File: config.mk
export PLATFORM = sky130hd
export DESIGN_NAME = hex_or_decimal_string_to_int
export DESIGN_NICKNAME = d
export VERILOG_FILES = /design/src/hw/rtl/hodsi_pkg.sv /design/src/hw/rtl/hex_or_decimal_string_to_int.sv /design/src/hw/rtl/hodsi_step.sv
export SDC_FILE = /design/constraint.sdc
export NUM_CORES = 1
export LEC_CHECK = 0
export BUFFER_PORTS_ARGS = -buffer_cell sky130_fd_sc_hd__buf_2
export CAP_MARGIN = 15
export CORE_MARGIN = 5
export CORE_UTILIZATION = 40
export CTS_CLUSTER_DIAMETER = 50
export CTS_CLUSTER_SIZE = 8
export DETAILED_ROUTE_END_ITERATION = 7
export SKIP_LAST_GASP = 1
export SLEW_MARGIN = 40
export SYNTH_ARGS = -nofsm -noshare
export SYNTH_HDL_FRONTEND = slang
export SYNTH_SLANG_ARGS = --single-unit
File: constraint.sdc
create_clock -name i_clk -period 3.59 [get_ports i_clk]
set_input_delay 0 -clock i_clk [delete_from_list [all_inputs] [get_ports i_clk]]
set_output_delay 0 -clock i_clk [all_outputs]
set_load 0.05 [all_outputs]
File: src/hw/rtl/hodsi_pkg.sv
// ----------------------------------------------------------------------------
// hodsi_pkg
// Types and constants shared by the string-to-integer parser modules.
// ----------------------------------------------------------------------------
package hodsi_pkg;

    localparam int unsigned CHAR_W    = 8;
    localparam int unsigned NUM_W     = 32;
    localparam int unsigned COUNT_W   = 4;
    localparam int unsigned DIGIT_W   = 4;
    localparam int unsigned TDATA_IN_W  = 8;
    localparam int unsigned TDATA_OUT_W = 32;

    localparam logic [COUNT_W-1:0] HEX_MAX_DIGITS = 4'd8;
    localparam logic [COUNT_W-1:0] DEC_MAX_DIGITS = 4'd10;

    localparam logic [CHAR_W-1:0] CH_NUL   = 8'h00;
    localparam logic [CHAR_W-1:0] CH_ZERO  = 8'h30;
    localparam logic [CHAR_W-1:0] CH_NINE  = 8'h39;
    localparam logic [CHAR_W-1:0] CH_LC_A  = 8'h61;
    localparam logic [CHAR_W-1:0] CH_LC_F  = 8'h66;
    localparam logic [CHAR_W-1:0] CH_UC_A  = 8'h41;
    localparam logic [CHAR_W-1:0] CH_UC_F  = 8'h46;
    localparam logic [CHAR_W-1:0] CH_LC_X  = 8'h78;
    localparam logic [CHAR_W-1:0] CH_UC_X  = 8'h58;
    localparam logic [CHAR_W-1:0] HEX_LETTER_BASE = 8'h0a;

    typedef enum logic [2:0] {
        PH_START = 3'd0,
        PH_ZERO  = 3'd1,
        PH_DEC   = 3'd2,
        PH_HEX   = 3'd3,
        PH_DONE  = 3'd4
    } t_phase;

    typedef struct packed {
        t_phase             phase;
        logic [COUNT_W-1:0] digit_count;
        logic [NUM_W-1:0]   accumulator;
    } t_state;

    localparam t_state STATE_RESET = '{phase: PH_START, digit_count: '0, accumulator: '0};

endpackage

File: src/hw/rtl/hex_or_decimal_string_to_int.sv
// ----------------------------------------------------------------------------
// hex_or_decimal_string_to_int
// Parses a byte stream into an unsigned 32-bit number, hex after "0x" or
// "0X" and decimal otherwise.
//
// The slave channel takes one character per item in s_axis_tdata. Every
// character updates the parser state in the cycle it is accepted. A NUL
// character produces one item on the master channel carrying the parsed
// value, and returns the parser to its start state; other characters
// produce no item.
// The result appears on the master channel in the cycle after the NUL is
// accepted. The block accepts one character per cycle, limited only by the
// single output register: while that register holds a result the receiver
// has not taken, s_axis_tready is low unless m_axis_tready is high.
// Reset clears the parser state and empties the output register.
// ----------------------------------------------------------------------------
module hex_or_decimal_string_to_int (
    input  logic                                  i_clk,
    input  logic                                  i_rst_n,
    input  logic                                  s_axis_tvalid,
    output logic                                  s_axis_tready,
    // Bits 7:0: ch.
    input  logic [hodsi_pkg::TDATA_IN_W-1:0]      s_axis_tdata,
    output logic                                  m_axis_tvalid,
    input  logic                                  m_axis_tready,
    // Bits 31:0: number.
    output logic [hodsi_pkg::TDATA_OUT_W-1:0]     m_axis_tdata
);

    hodsi_pkg::t_state                      r_state;
    hodsi_pkg::t_state                      n_state;
    logic                                   emit;
    logic                                   in_fire;
    logic                                   r_out_valid;
    logic [hodsi_pkg::NUM_W-1:0]            r_out_data;

    hodsi_step u_step (
        .i_state (r_state),
        .i_ch    (s_axis_tdata[hodsi_pkg::CHAR_W-1:0]),
        .o_state (n_state),
        .o_emit  (emit)
    );

    assign s_axis_tready = !r_out_valid || m_axis_tready;
    assign in_fire       = s_axis_tvalid && s_axis_tready;
    assign m_axis_tvalid = r_out_valid;
    assign m_axis_tdata  = r_out_data;

    always_ff @(posedge i_clk) begin
        if (!i_rst_n) begin
            r_state     <= hodsi_pkg::STATE_RESET;
            r_out_valid <= 1'b0;
        end else begin
            if (in_fire) begin
                r_state <= n_state;
            end
            if (in_fire && emit) begin
                r_out_valid <= 1'b1;
            end else if (m_axis_tready) begin
                r_out_valid <= 1'b0;
            end
        end
    end

    always_ff @(posedge i_clk) begin
        if (in_fire && emit) begin
            r_out_data <= r_state.accumulator;
        end
    end

endmodule

File: src/hw/rtl/hodsi_step.sv
// ----------------------------------------------------------------------------
// hodsi_step
// Next-state logic of the parser for one character, including the emit flag.
// ----------------------------------------------------------------------------
module hodsi_step (
    input  hodsi_pkg::t_state                  i_state,
    input  logic [hodsi_pkg::CHAR_W-1:0]       i_ch,
    output hodsi_pkg::t_state                  o_state,
    output logic                               o_emit
);

    logic                               is_dec;
    logic                               is_lc;
    logic                               is_uc;
    logic                               is_hex;
    logic                               is_x;
    logic [hodsi_pkg::CHAR_W-1:0]       dec_off;
    logic [hodsi_pkg::CHAR_W-1:0]       hex_off;
    logic [hodsi_pkg::DIGIT_W-1:0]      dec_val;
    logic [hodsi_pkg::DIGIT_W-1:0]      hex_val;
    logic [hodsi_pkg::COUNT_W-1:0]      base_cnt;
    logic [hodsi_pkg::NUM_W-1:0]        base_acc;
    logic [hodsi_pkg::NUM_W-1:0]        dec_acc;
    logic [hodsi_pkg::NUM_W-1:0]        hex_acc;
    hodsi_pkg::t_state                  dec_next;
    hodsi_pkg::t_state                  hex_next;

    always_comb begin
        is_dec = (i_ch >= hodsi_pkg::CH_ZERO) && (i_ch <= hodsi_pkg::CH_NINE);
        is_lc  = (i_ch >= hodsi_pkg::CH_LC_A) && (i_ch <= hodsi_pkg::CH_LC_F);
        is_uc  = (i_ch >= hodsi_pkg::CH_UC_A) && (i_ch <= hodsi_pkg::CH_UC_F);
        is_hex = is_dec || is_lc || is_uc;
        is_x   = (i_ch == hodsi_pkg::CH_LC_X) || (i_ch == hodsi_pkg::CH_UC_X);

        dec_off = i_ch - hodsi_pkg::CH_ZERO;
        dec_val = dec_off[hodsi_pkg::DIGIT_W-1:0];
        if (is_lc) begin
            hex_off = i_ch - hodsi_pkg::CH_LC_A + hodsi_pkg::HEX_LETTER_BASE;
        end else if (is_uc) begin
            hex_off = i_ch - hodsi_pkg::CH_UC_A + hodsi_pkg::HEX_LETTER_BASE;
        end else begin
            hex_off = dec_off;
        end
        hex_val = hex_off[hodsi_pkg::DIGIT_W-1:0];

        // A zero followed by a non-x byte starts decimal with that zero counted.
        if (i_state.phase == hodsi_pkg::PH_ZERO) begin
            base_cnt = hodsi_pkg::COUNT_W'(1);
            base_acc = '0;
        end else begin
            base_cnt = i_state.digit_count;
            base_acc = i_state.accumulator;
        end

        dec_acc = {base_acc[hodsi_pkg::NUM_W-4:0], 3'b000}
                + {base_acc[hodsi_pkg::NUM_W-2:0], 1'b0}
                + {{(hodsi_pkg::NUM_W-hodsi_pkg::DIGIT_W){1'b0}}, dec_val};
        hex_acc = {base_acc[hodsi_pkg::NUM_W-5:0], hex_val};

        if ((base_cnt >= hodsi_pkg::DEC_MAX_DIGITS) || !is_dec) begin
            dec_next = '{phase: hodsi_pkg::PH_DONE, digit_count: base_cnt,
                         accumulator: base_acc};
        end else begin
            dec_next = '{phase: hodsi_pkg::PH_DEC, digit_count: base_cnt + 1'b1,
                         accumulator: dec_acc};
        end

        if ((base_cnt >= hodsi_pkg::HEX_MAX_DIGITS) || !is_hex) begin
            hex_next = '{phase: hodsi_pkg::PH_DONE, digit_count: base_cnt,
                         accumulator: base_acc};
        end else begin
            hex_next = '{phase: hodsi_pkg::PH_HEX, digit_count: base_cnt + 1'b1,
                         accumulator: hex_acc};
        end

        o_emit = (i_ch == hodsi_pkg::CH_NUL);

        if (o_emit) begin
            o_state = hodsi_pkg::STATE_RESET;
        end else begin
            unique case (i_state.phase)
                hodsi_pkg::PH_START: begin
                    if (i_ch == hodsi_pkg::CH_ZERO) begin
                        o_state       = i_state;
                        o_state.phase = hodsi_pkg::PH_ZERO;
                    end else begin
                        o_state = dec_next;
                    end
                end
                hodsi_pkg::PH_ZERO: begin
                    if (is_x) begin
                        o_state = '{phase: hodsi_pkg::PH_HEX, digit_count: '0,
                                    accumulator: '0};
                    end else begin
                        o_state = dec_next;
                    end
                end
                hodsi_pkg::PH_DEC: begin
                    o_state = dec_next;
                end
                hodsi_pkg::PH_HEX: begin
                    o_state = hex_next;
                end
                default: begin
                    o_state       = i_state;
                    o_state.phase = hodsi_pkg::PH_DONE;
                end
            endcase
        end
    end

endmodule
# Word level (Yosys, flattened, before mapping)
# Cells that the tools add are included.
[word_totals] reg_bits=72 in_bits=12 elab_cells=59 output_inout_bits=34
[op_classes] magnitude_cmp=8 n_reduce_logical=19 n_eq_ne=7 add_sub_neg=8 mux=12
[op_table] op="$mux 39" n=5
[op_table] op="$pmux 39 s4" n=1
[op_table] op="$add 32x32->32" n=1
[op_table] op="$add 32x4->32" n=1
[op_table] op="$mux 32" n=1
[op_table] op="$eq 8x7->1 const B" n=2
[op_table] op="$ge 8x7->1 const B" n=2
[op_table] op="$le 8x7->1 const B" n=2
[op_table] op="$mux 4" n=3
[op_table] op="$sub 4x1->4 const B" n=3
[op_table] op="$add 4x4->4 const B" n=2
[op_table] op="$eq 8x6->1 const B" n=1
[op_table] op="$ge 4x4->1 const B" n=2
[op_table] op="$ge 8x6->1 const B" n=1
[op_table] op="$le 8x6->1 const B" n=1
[op_table] op="$logic_not 8->1" n=1
[op_table] op="$eq 3x2->1 const B" n=2
[op_table] op="$logic_or 1x1->1" n=6
[op_table] op="$logic_and 1x1->1" n=5
[op_table] op="$reduce_bool 5->1" n=1
[op_table] op="$add 4x1->4 const B" n=1
[op_table] op="$eq 3x1->1 const B" n=1
[op_table] op="$logic_not 1->1" n=3
[op_table] op="$logic_not 3->1" n=1
[op_table] op="4 further kinds" n=5

# Logic depth before layout (Yosys ltp)
# Gate-level depths: netlist (run 1).
[depth] word_depth=9 ltp_mapped=17

# Cells and area by module
# From an unflattened synthesis (run 1), not the netlist that was laid out.
[hier_totals] cells_unflattened=758 area_unflattened_um2=6252.2
[modules_own_cells] module="hodsi_step" area_per_inst_um2=3687.3 cells_per_inst=550 seq_area_each_um2=0.0 instances=1
[modules_own_cells] module="hex_or_decimal_string_to_int" area_per_inst_um2=2565.0 cells_per_inst=208 seq_area_each_um2=1761.7 instances=1

# Worst setup path before layout (run 1)
# OpenSTA, ideal clock, no wires.
[synth_timing] path_type="register to register" startpoint="register r_state[37] in the netlist's numbering" endpoint="register r_state[22] in the netlist's numbering" n_path_buf=2 synth_period_minus_slack_ns=3.782 arrival_time_ns=3.655 setup_ns=0.128 path_slack_ns=-0.192 stages_incl_launch_ff=17 path_cell_list="dfxtp_1 buf_2 nor3b_4 clkbuf_1 nor2b_1 ha_1 ha_1 fa_1 a21o_1 a221oi_2 o21ai_2 a311oi_2 a31o_2 o21ai_2 xor2_1 a222oi_1 nor2_1"
[synth_via] elab_chain_len=8
[synth_rtl] element="start: declaration" line_no="hex_or_decimal_string_to_int.sv:30" text="hodsi_pkg::t_state r_state;"
[synth_rtl] element="start signal: assignment" line_no="hex_or_decimal_string_to_int.sv:51" text="r_state <= hodsi_pkg::STATE_RESET;"
[synth_rtl] element="start signal: assignment" line_no="hex_or_decimal_string_to_int.sv:55" text="r_state <= n_state;"
[synth_rtl] element="$eq 3x1->1" line_no="hodsi_step.sv:47, hodsi_step.sv:81"
[synth_rtl] element="$mux 32 or $mux 4 (tied branches)" line_no="hodsi_step.sv:47" text="if (i_state.phase == hodsi_pkg::PH_ZERO) begin"
[synth_rtl] element="$add 32x32->32 or $ge 4x4->1 (tied branches)" line_no="hodsi_step.sv:56, hodsi_step.sv:60"
[synth_rtl] element="$add 32x4->32 or $logic_or 1x1->1 (tied branches)" line_no="hodsi_step.sv:57, hodsi_step.sv:60"
[synth_rtl] element="$mux 39" line_no="hodsi_step.sv:60" text="if ((base_cnt >= hodsi_pkg::DEC_MAX_DIGITS) || !is_dec) begin"
[synth_rtl] element="$mux 39, on equally long branches" line_no="hodsi_step.sv:91, hodsi_step.sv:83"
[synth_rtl] element="$pmux 39 s4" line_no="hodsi_step.sv:81" text="unique case (i_state.phase)"
[synth_rtl] element="$mux 39" line_no="hodsi_step.sv:78" text="if (o_emit) begin"
# Parallel ways exist; a longest one is shown, timed or not. The select of a mux whose other input is x is not followed.
# A chain may end at the register's enable or synchronous reset.

# Final worst setup path (run 1)
[layout_timing] startpoint="register r_state[38] in the netlist's numbering" endpoint="register r_state[31] in the netlist's numbering"
# Same word-level chain as after synthesis.

==> results of run 1 <==
power groups by stage:
stage | Clock, uW | Sequential (uW) | Combinational (uW)
6_report | 1050 | 856 | 158
5_1_grt | 1100 | 855 | 172
4_1_cts | 1070 | 856 | 149
3_5_place_dp | 0 | 873 | 148
3_3_place_gp | 0 | 873 | 146
2_1_floorplan | 0 | 874 | 88.2
Yosys cell counts (all sizes together), types with 3 or more instances:
cell type / instances / area, sq um
or3: 5 / 31.3
a21oi: 47 / 239
nor3: 11 / 66.3
a32o: 3 / 30.0
and2: 3 / 21.3
o21bai: 5 / 45.0
a41oi: 3 / 26.3
nor2: 42 / 158
nand2: 48 / 180
a22oi: 20 / 150
and3: 5 / 31.3
nand3: 10 / 50.1
nor2b: 33 / 206
nand2b: 6 / 45.0
dfxtp: 40 / 801
a31oi: 7 / 43.8
xor2: 8 / 70.1
a222oi: 6 / 60.1
buf: 7 / 41.3
edfxtp: 32 / 961
o21a: 3 / 30.0
inv: 9 / 33.8
a21o: 13 / 98.9
o221ai: 3 / 32.5
nor4b: 3 / 26.3
o21ai: 47 / 250
xnor2: 17 / 149
ha: 62 / 776
o31a: 3 / 27.5
clkbuf: 14 / 52.6
a22o: 3 / 26.3
a31o: 3 / 26.3
nand4: 3 / 18.8
nor4: 5 / 58.8
tightest hold or removal path: cells and delay by family:
kind	cells	cell delay, ps
simple gates	1	140
buf+inv	1	70
compound gates	1	80
logic make-up (layout without fill, tap and decap cells):
group                    count (synthesis)  after routing  synth area share
adder cells (fa/ha/maj)                 63             63             0.154
XOR/XNOR                                25             25            0.0423
flip-flops                              72             72             0.340
AND/OR/NAND/NOR                        185            185             0.195
multiplexers                             1              1           0.00217
buffers and inverters                   30            137            0.0246
AO/OA/AOI/OAI                          185            185             0.243
worst min path at each step:
stage	end	slack [ps]	cells after the start
after detailed placement	m_axis_tvalid	350	3
after floorplan	m_axis_tvalid	230	3
final	m_axis_tvalid	3	3
after global routing	m_axis_tvalid	40	3
after global placement	m_axis_tvalid	340	3
after CTS	m_axis_tvalid	0.9	3
cell type report:
type / count / area (sq um)
fill: 1204 / 6120
multi-input combinational: 459 / 3450
sequential: 72 / 1770
timing repair buffer: 112 / 736
clock buffer: 10 / 229
tap: 172 / 215
clock inverter: 6 / 116
inverter: 9 / 33.8
layer usage:
| layer | vias up | part of all wire | global-route usage |
|---|---|---|---|
| li1 | 2342 | - | - |
| met1 | 2300 | 0.49 | 0.286 |
| met2 | 155 | 0.44 | 0.316 |
| met3 | 21 | 0.050 | 0.0327 |
| met4 | 0 | 0.017 | 0.0581 |
| met5 | - | 0 | 0 |
stage by stage:
| stage | setup slack, ps | area, sq um |
|---|---|---|
| finish | 42.4 | 6550 |
| global route | -114 | 6550 |
| CTS | -17.1 | 6330 |
| detailed placement | -107 | 5940 |
| global placement | 0.111 | 5940 |
| floorplan | -37.6 | 5200 |
layout by cell type, fill, tap and decap left out, types with 32 or more instances in the layout:
| cell | count |
|---|---|
| buf_4 | 65 |
| ha_1 | 58 |
| nand2_1 | 47 |
| buf_2 | 45 |
| nor2_1 | 42 |
| a21oi_1 | 40 |
| o21ai_0 | 39 |
| dfxtp_1 | 38 |
| nor2b_1 | 32 |
| edfxtp_1 | 32 |
timing repair:
item,in CTS,in global routing
pin swaps,3,14
gates resized for setup,5,25
endpoints found under the setup margin,7,17
buffers inserted,0,13
flip-flops by register name, indices dropped and copies added (netlist names):
signal         count
m_axis_tvalid      1
m_axis_tdata      32
r_state           39
==> impl_metrics.tcl, run 1 <==
set metrics [dict create \
    r2r_setup_slack_ps 40 \
    ant_nets 0 \
    path_cells "nor3b_4, buf_4, buf_4, buf_4, nor2b_1, ha_1, ha_1, a21oi_1, o21ai_0, or2_2, a31oi_2, a21oi_2, a41oi_2, a21oi_1, or4_1, nand3_1" \
    leakagePower_uw 0.00288 \
    p_int_uw 1590 \
    power_per_cell_area_nw_per_um2 315 \
    area_growth_pct 26.4 \
    wl_per_cell_microns 18.3 \
    postLayoutCoreUtil 0.517 \
    synthFlopType "dfxtp_1" \
    die_h_microns 124 \
    layout.nets 738 \
    required_ps 3870 \
    yosysSeqAreaShare 0.340 \
    setup_viol 0 \
    yosysWarnings 0 \
    rows 41 \
    fin_cells 840 \
    routed_wl_mm 15.4 \
    tightest_slew_ps 841 \
    clock_path_buffers 2 \
    endpoint_kind "flip-flop" \
    critical_path_class "reg -> reg" \
    avgViaCountPerCell 5.74 \
    switching_share 0.228 \
    critPathMaxFanout 7 \
    critPathArrivalTime_ps 3830 \
    cts_sinks 72 \
    combPwrFrac 0.077 \
    startpoint_type "flip-flop" \
    total_power_uw 2060 \
    holdBufCountCts 0 \
    synth-edff-count 32 \
    finalSetupTns_ps 0 \
    crit_path_start "r_state[38]" \
    n_antenna_cell 0 \
    insertion_delay_ps 340 \
    antenna_found_initial 0 \
    finalCritPeriodShare 0.988 \
    r2r_start "r_state[38]" \
    async_flop_share 0 \
    die_x_microns 124 \
    dieArea_sq_um 15300 \
    final_max_slew_viol_count 0 \
    drt_iter0_drc 452 \
    hold_viol 0 \
    fin_skew_ps 8.06 \
    core_sq_um 12700 \
    p_clk_frac 0.508 \
    ys_types 75 \
    p_sw_uw 470 \
    seqPwrFrac 0.415 \
    cts_root_buffer "clkbuf_16" \
    cts_tree "done" \
    syn_avg_cell_area_sq_um 9.24 \
    endpoint "r_state[31]" \
    grt_max_degree 28 \
    syn-instance-count 561 \
    cpMaxStageDelayCell "or4_1" \
    min-delay-path-class "in -> reg" \
    htreeDepth 3 \
    io_buffer_count 45 \
    grt_overflow 0 \
    hold_ws_ps 2.69 \
    ys_ff_latch 72 \
    drv_cap 0 \
    grt_pass1_vias 4497 \
    fmax_ghz 0.282 \
    synth_area_sq_um 5180 \
    grt.total_usage 0.202 \
    clk_pin_slew_ps 60 \
    r2r-end "r_state[31]" \
    relSlewSlack 0.435 \
    gp_congestion 0.903 \
    ioPinCount 46 \
    min_period_ps 3550 \
    grt_pass1_wl_mm 23.9 \
    reg2regPathDepth 16 \
    cp_top_family "simple AND/OR/NAND/NOR gates" \
    cts_made_buffers 9 \
    hold_start "m_axis_tready" \
    path_common_cell "buf_4" \
    crit_cells 16 \
    crit_buf_inv 3 \
    drt_pass1_iterations 5 \
    peakVddDrop_mv 0.241 \
    place_hpwl_mm 11.5 \
    initial_core_util 0.409 \
    drive_gt1_frac 0.269 \
    synth_nets 636 \
    status "complete, no violations" \
    vias 4818 \
    drc_errors 0 \
    cpPeakStageDelay_ps 470 \
    dp.cells 811 \
    rsz0062_at_grt "true" \
]
Power figures use the tool's default switching activity.
==> run 2, diff against run 1 <==
--- a/config.mk
+++ b/config.mk
@@ -5,6 +5,7 @@
 export SDC_FILE = /design/constraint.sdc
 export NUM_CORES = 1
 export LEC_CHECK = 0
+export ABC_AREA = 1
 export BUFFER_PORTS_ARGS = -buffer_cell sky130_fd_sc_hd__buf_2
 export CAP_MARGIN = 15
 export CORE_MARGIN = 5
==> run 2 against run 1 <==
Effect of this change: register-to-register slack improved by 230 ps; first-iteration DRC count rose by 17%; synthesized cell count rose by 73%.
==> impl_metrics.tcl, run 2 <==
set metrics [dict create \
    total_power_uw 1840 \
    insertion_delay_ps 330 \
    n_antenna_cell 0 \
    gp_congestion 0.908 \
    drive_gt1_frac 0.111 \
    cts_made_buffers 9 \
    grt_pass1_vias 5363 \
    layout_commonest_cell "nand2_1" \
    setup_viol 0 \
    place_hpwl_mm 14.0 \
    wl_per_cell_microns 14.2 \
    ant_nets 0 \
    io_buffer_count 45 \
    min_period_ps 3320 \
    final_cell_mix "nand2_1 (356), inv_1 (151), nor2_1 (94)" \
    synth_area_leader_cell "nand2_1" \
    yosysSeqAreaShare 0.287 \
    synth_area_sq_um 6140 \
    htreeDepth 3 \
    grt_max_degree 41 \
    cts_root_buffer "clkbuf_16" \
    dpl_cell_area_sq_um 6760 \
    endpoint_kind "flip-flop" \
    drt_pass1_iterations 5 \
    drc_errors 0 \
    routed_wl_mm 17.5 \
    area_growth_pct 15.2 \
    ioPinCount 46 \
    fin_skew_ps 7.89 \
    rsz0062_at_grt "true" \
    dp.cells 1221 \
    startpoint_type "flip-flop" \
    min-delay-path-class "in -> reg" \
    cts_tree "done" \
    grt_pass1_wl_mm 27.5 \
    synthTopCellsByCount "nand2_1 (356), inv_1 (151), nor2_1 (95)" \
    power_per_cell_area_nw_per_um2 259 \
    synth-edff-count 32 \
    drv_cap 0 \
    antenna_found_initial 0 \
    yosysWarnings 0 \
    grt_overflow 0 \
    grt.total_usage 0.192 \
    top_register "r_state" \
    syn_avg_cell_area_sq_um 6.32 \
    path_cells "nor2_2, nand2_2, clkinv_2, nor2_1, ha_1, ha_1, buf_4, nand2_1, inv_1, a21oi_1, nand3_1, nand2_1, nand2_1, nand2_1, nand2_1, o21ai_1, nand2_1, a21oi_1" \
    tightest_slew_ps 696 \
    avgViaCountPerCell 4.95 \
    hold_viol 0 \
    relSlewSlack 0.536 \
    crit_path_start "r_state[38]" \
    ys_top_cells_by_area "nand2_1 (22%), edfxtp_1 (16%), dfxtp_1 (13%)" \
    critical_path_class "reg -> reg" \
    layout.nets 1120 \
    hold_start "s_axis_tvalid" \
    required_ps 3850 \
    clock_path_buffers 2 \
    die_x_microns 134 \
    leakagePower_uw 0.00365 \
    largest_register_ffs 39 \
    fin_cells 1238 \
    core_sq_um 15100 \
    ys_types 37 \
    die_h_microns 134 \
    initial_core_util 0.406 \
    fmax_ghz 0.302 \
    finalCritPeriodShare 0.923 \
    status "complete, no violations" \
    synth_top_area_frac 0.218 \
    final_max_slew_viol_count 0 \
    r2r_start "r_state[38]" \
    critPathMaxFanout 12 \
    drt_iter0_drc 528 \
    rows 45 \
    cpMaxStageDelayCell "dfxtp_1" \
    ys_ff_latch 72 \
    clk_pin_slew_ps 50 \
    vias 6123 \
    synthFlopType "dfxtp_1" \
    async_flop_share 0 \
    syn-instance-count 972 \
    dieArea_sq_um 17900 \
    critPathArrivalTime_ps 3570 \
    final_cell_area_sq_um 7070 \
    peakVddDrop_mv 0.186 \
    path_common_cell "nand2_1" \
    cts_sinks 72 \
    yosysMostFrequentCell "nand2_1" \
    cpPeakStageDelay_ps 450 \
    synth_nets 1047 \
]
==> run 2: worst paths after layout <==
| path | end | slack [ps] | depth (start not counted) |
|---|---|---|---|
| max reg2reg | r_state[20] | 270 | 18 |
| min reg2reg | m_axis_tdata[8] | 450 | 0 |
| min | r_state[36] | 40 | 4 |
| max | r_state[20] | 270 | 18 |
==> run 2: cell type report <==
class                   instances  area [sq um]
multi-input cells             725          3700
repair buffers                 82           505
inverters                     155           583
clock buffers                  10           229
clock inverters                 6          60.1
flip-flops and latches         72          1760
fillers                      1596          8070
well taps                     188           235
==> run 2: cell families after synthesis <==
logic type      count (synthesis)  share of synthesized area
simple gates                  531                      0.347
compound gates                119                      0.106
fa+ha+maj                      63                      0.130
buf+inv                       175                      0.113
xor+xnor                       12                     0.0171
flops                          72                      0.287
==> run 2: per-layer routing <==
layer / share of wire / global-route usage / vias up / routed length [microns]
li1: - / - / 3219 / -
met5: 0 / 0 / - / 0
met2: 0.44 / 0.302 / 145 / 7730
met1: 0.50 / 0.282 / 2742 / 8800
met3: 0.043 / 0.0165 / 17 / 748
met4: 0.014 / 0.0509 / 0 / 245
==> run 2: metrics by stage <==
step                      worst slack [ps]  TNS [ps]   util  hold WS [ps]
after floorplan                        646         0      -           209
after global placement                 305         0  0.446           305
after detailed placement               289         0  0.447           317
after CTS                              283         0  0.466          23.9
after global routing                 -14.5     -15.0  0.467          80.4
final                                  275         0  0.467          38.4
==> run 2: repair_timing <==
action / in CTS / in global routing
endpoints found under the setup margin: 0 / 2
hold endpoints to repair: 1 / 0
hold buffers: 1 / 0
resized for setup: 0 / 3
buffers inserted: 0 / 0
==> run 2: where the power goes <==
group          internal, uW  switching, uW
Sequential              852           3.18
Clock                   534            330
Combinational          29.4           87.1
==> run 2: worst max-delay path, delay by kind of cell (launching register included) <==
| kind | cells | cell delay [ps] |
|---|---|---|
| compound gates | 3 | 590 |
| fa+ha+maj | 2 | 610 |
| buf+inv | 3 | 390 |
| flops | 1 | 450 |
| simple gates | 10 | 1200 |
==> run 3, diff against run 2 <==
--- a/config.mk
+++ b/config.mk
@@ -9,10 +9,11 @@
 export BUFFER_PORTS_ARGS = -buffer_cell sky130_fd_sc_hd__buf_2
 export CAP_MARGIN = 15
 export CORE_MARGIN = 5
-export CORE_UTILIZATION = 40
+export CORE_UTILIZATION = 54
 export CTS_CLUSTER_DIAMETER = 50
 export CTS_CLUSTER_SIZE = 8
 export DETAILED_ROUTE_END_ITERATION = 7
+export PLACE_DENSITY = 0.76
 export SKIP_LAST_GASP = 1
 export SLEW_MARGIN = 40
 export SYNTH_ARGS = -nofsm -noshare
==> run 3 against run 2 <==
Effect of this change: non-clock buffer count fell by 24; cell area fell by 3.3%; clock power rose by 2.8%; wire length up 0.83%; via count up 3.3%; critical path depth increased by 3; core utilization grew 14 points; worst setup slack got worse by 56 ps; die area decreased by 24%; final cell count fell by 5.7%; first-iteration DRC count grew 25%; worst hold slack got worse by 12 ps; highest routed layer unchanged.
==> impl_metrics.tcl, run 3 (same netlist as run 2, synthesis figures left out) <==
set metrics [dict create \
    tightest_slew_ps 697 \
    min_period_ps 3370 \
    wl_per_cell_microns 15.1 \
    drt_iter0_drc 660 \
    relSlewSlack 0.535 \
    startpoint_type "flip-flop" \
    required_ps 3850 \
    layout_commonest_cell "nand2_1" \
    drive_gt1_frac 0.0927 \
    htreeDepth 3 \
    status "complete, no violations" \
    place_hpwl_mm 13.4 \
    largest_register_ffs 39 \
    critPathArrivalTime_ps 3630 \
    cts_sinks 72 \
    hold_viol 0 \
    cts_root_buffer "clkbuf_16" \
    grt_max_degree 41 \
    power_per_cell_area_nw_per_um2 272 \
    cts_made_buffers 9 \
    peakVddDrop_mv 0.317 \
    dieArea_sq_um 13600 \
    finalSetupTns_ps 0 \
    ioPinCount 46 \
    drc_errors 0 \
    n_antenna_cell 0 \
    setup_viol 0 \
    routed_wl_mm 17.7 \
    die_h_microns 117 \
    grt.total_usage 0.263 \
    leakagePower_uw 0.00353 \
    fin_skew_ps 4.95 \
    layout.nets 1096 \
    min-delay-path-class "in -> reg" \
    io_buffer_count 45 \
    rows 39 \
    avgViaCountPerCell 5.41 \
    insertion_delay_ps 330 \
    rsz0062_at_grt "false" \
    grt_overflow 0 \
    grt_pass1_wl_mm 28.3 \
    clk_pin_slew_ps 60 \
    fmax_ghz 0.297 \
    critPathMaxFanout 13 \
    ant_nets 0 \
    area_growth_pct 11.4 \
    cts_tree "done" \
    finalCritPeriodShare 0.939 \
    initial_core_util 0.545 \
    die_x_microns 117 \
    drv_cap 0 \
    core_sq_um 11300 \
    grt_pass1_vias 5676 \
    gp_congestion 0.962 \
    clock_path_buffers 2 \
    antenna_found_initial 0 \
    postLayoutCoreUtil 0.607 \
    final_max_slew_viol_count 0 \
    critical_path_class "reg -> reg" \
    endpoint_kind "flip-flop" \
    drt_pass1_iterations 5 \
    final_cell_mix "nand2_1 (356), inv_1 (151), nor2_1 (92)" \
    top_register "r_state" \
    vias 6322 \
    cts_setup_buffers 0 \
]
-- run 3: through the flow --
step	area (sq um)	total power, uW	instances	hold slack, ps	setup slack [ps]
after detailed placement	6530	986	1152	299	210
after floorplan	6140	952	972	209	646
after global placement	6520	985	1152	302	287
after CTS	6830	1860	1168	14.0	190
final	6840	1860	1168	26.5	219
after global routing	6840	1910	1168	38.5	32.0
-- run 3: worst paths after layout --
path	end	slack (ps)	cells past startpoint	start
worst max-delay path	r_state[23]	220	21	r_state[38]
worst min-delay path	r_state[36]	30	4	s_axis_tvalid
worst max register to register	r_state[23]	220	21	r_state[38]
worst min register to register	m_axis_tdata[13]	460	0	r_state[13]
-- run 3: power breakdown --
group	internal, uW	total (uW)	leakage [uW]	switching (uW)
registers	852	855	0.000612	3.06
clock network	550	888	0.000139	338
logic	29.0	119	0.00277	89.5
total	1430	1860	0.00353	431
-- run 3: worst max-delay path, stage by stage, from the launching register on --
cell and delay (ps):
dfxtp_2 350, nor2_2 140, nand2_2 80, buf_4 200, nand2_1 180, xor2_1 180, inv_1 60, ha_1 160
o21bai_1 170, ha_2 400, nand2_1 90, nor2_1 180, nand2_1 80, nand3_1 150, nand2_1 110, nand2_1 140
nand2_1 90, nand3_1 70, nand3_1 130, nand2_1 120, nand2_1 60, a21oi_1 150
-- run 3: layout make-up --
type	count	area (sq um)
timing repair buffer	58	325
fill	1083	4430
sequential	72	1760
clock inverter	4	46.3
inverter	155	584
clock buffer	11	243
tap	143	179
multi-input combinational	725	3700
-- run 3: routing by layer --
metal | vias to the layer above | GRT usage | wire (microns)
met1 | 2864 | 0.375 | 7970
li1 | 3159 | - | -
met4 | 0 | 0.0711 | 329
met2 | 267 | 0.418 | 7920
met3 | 32 | 0.0378 | 1450
met5 | - | 0 | 0
-- run 3: what timing repair did --
item                       CTS  global route
hold buffers                 1             0
resized for setup            0             7
setup endpoints to repair    0            14
hold endpoints to repair     1             0
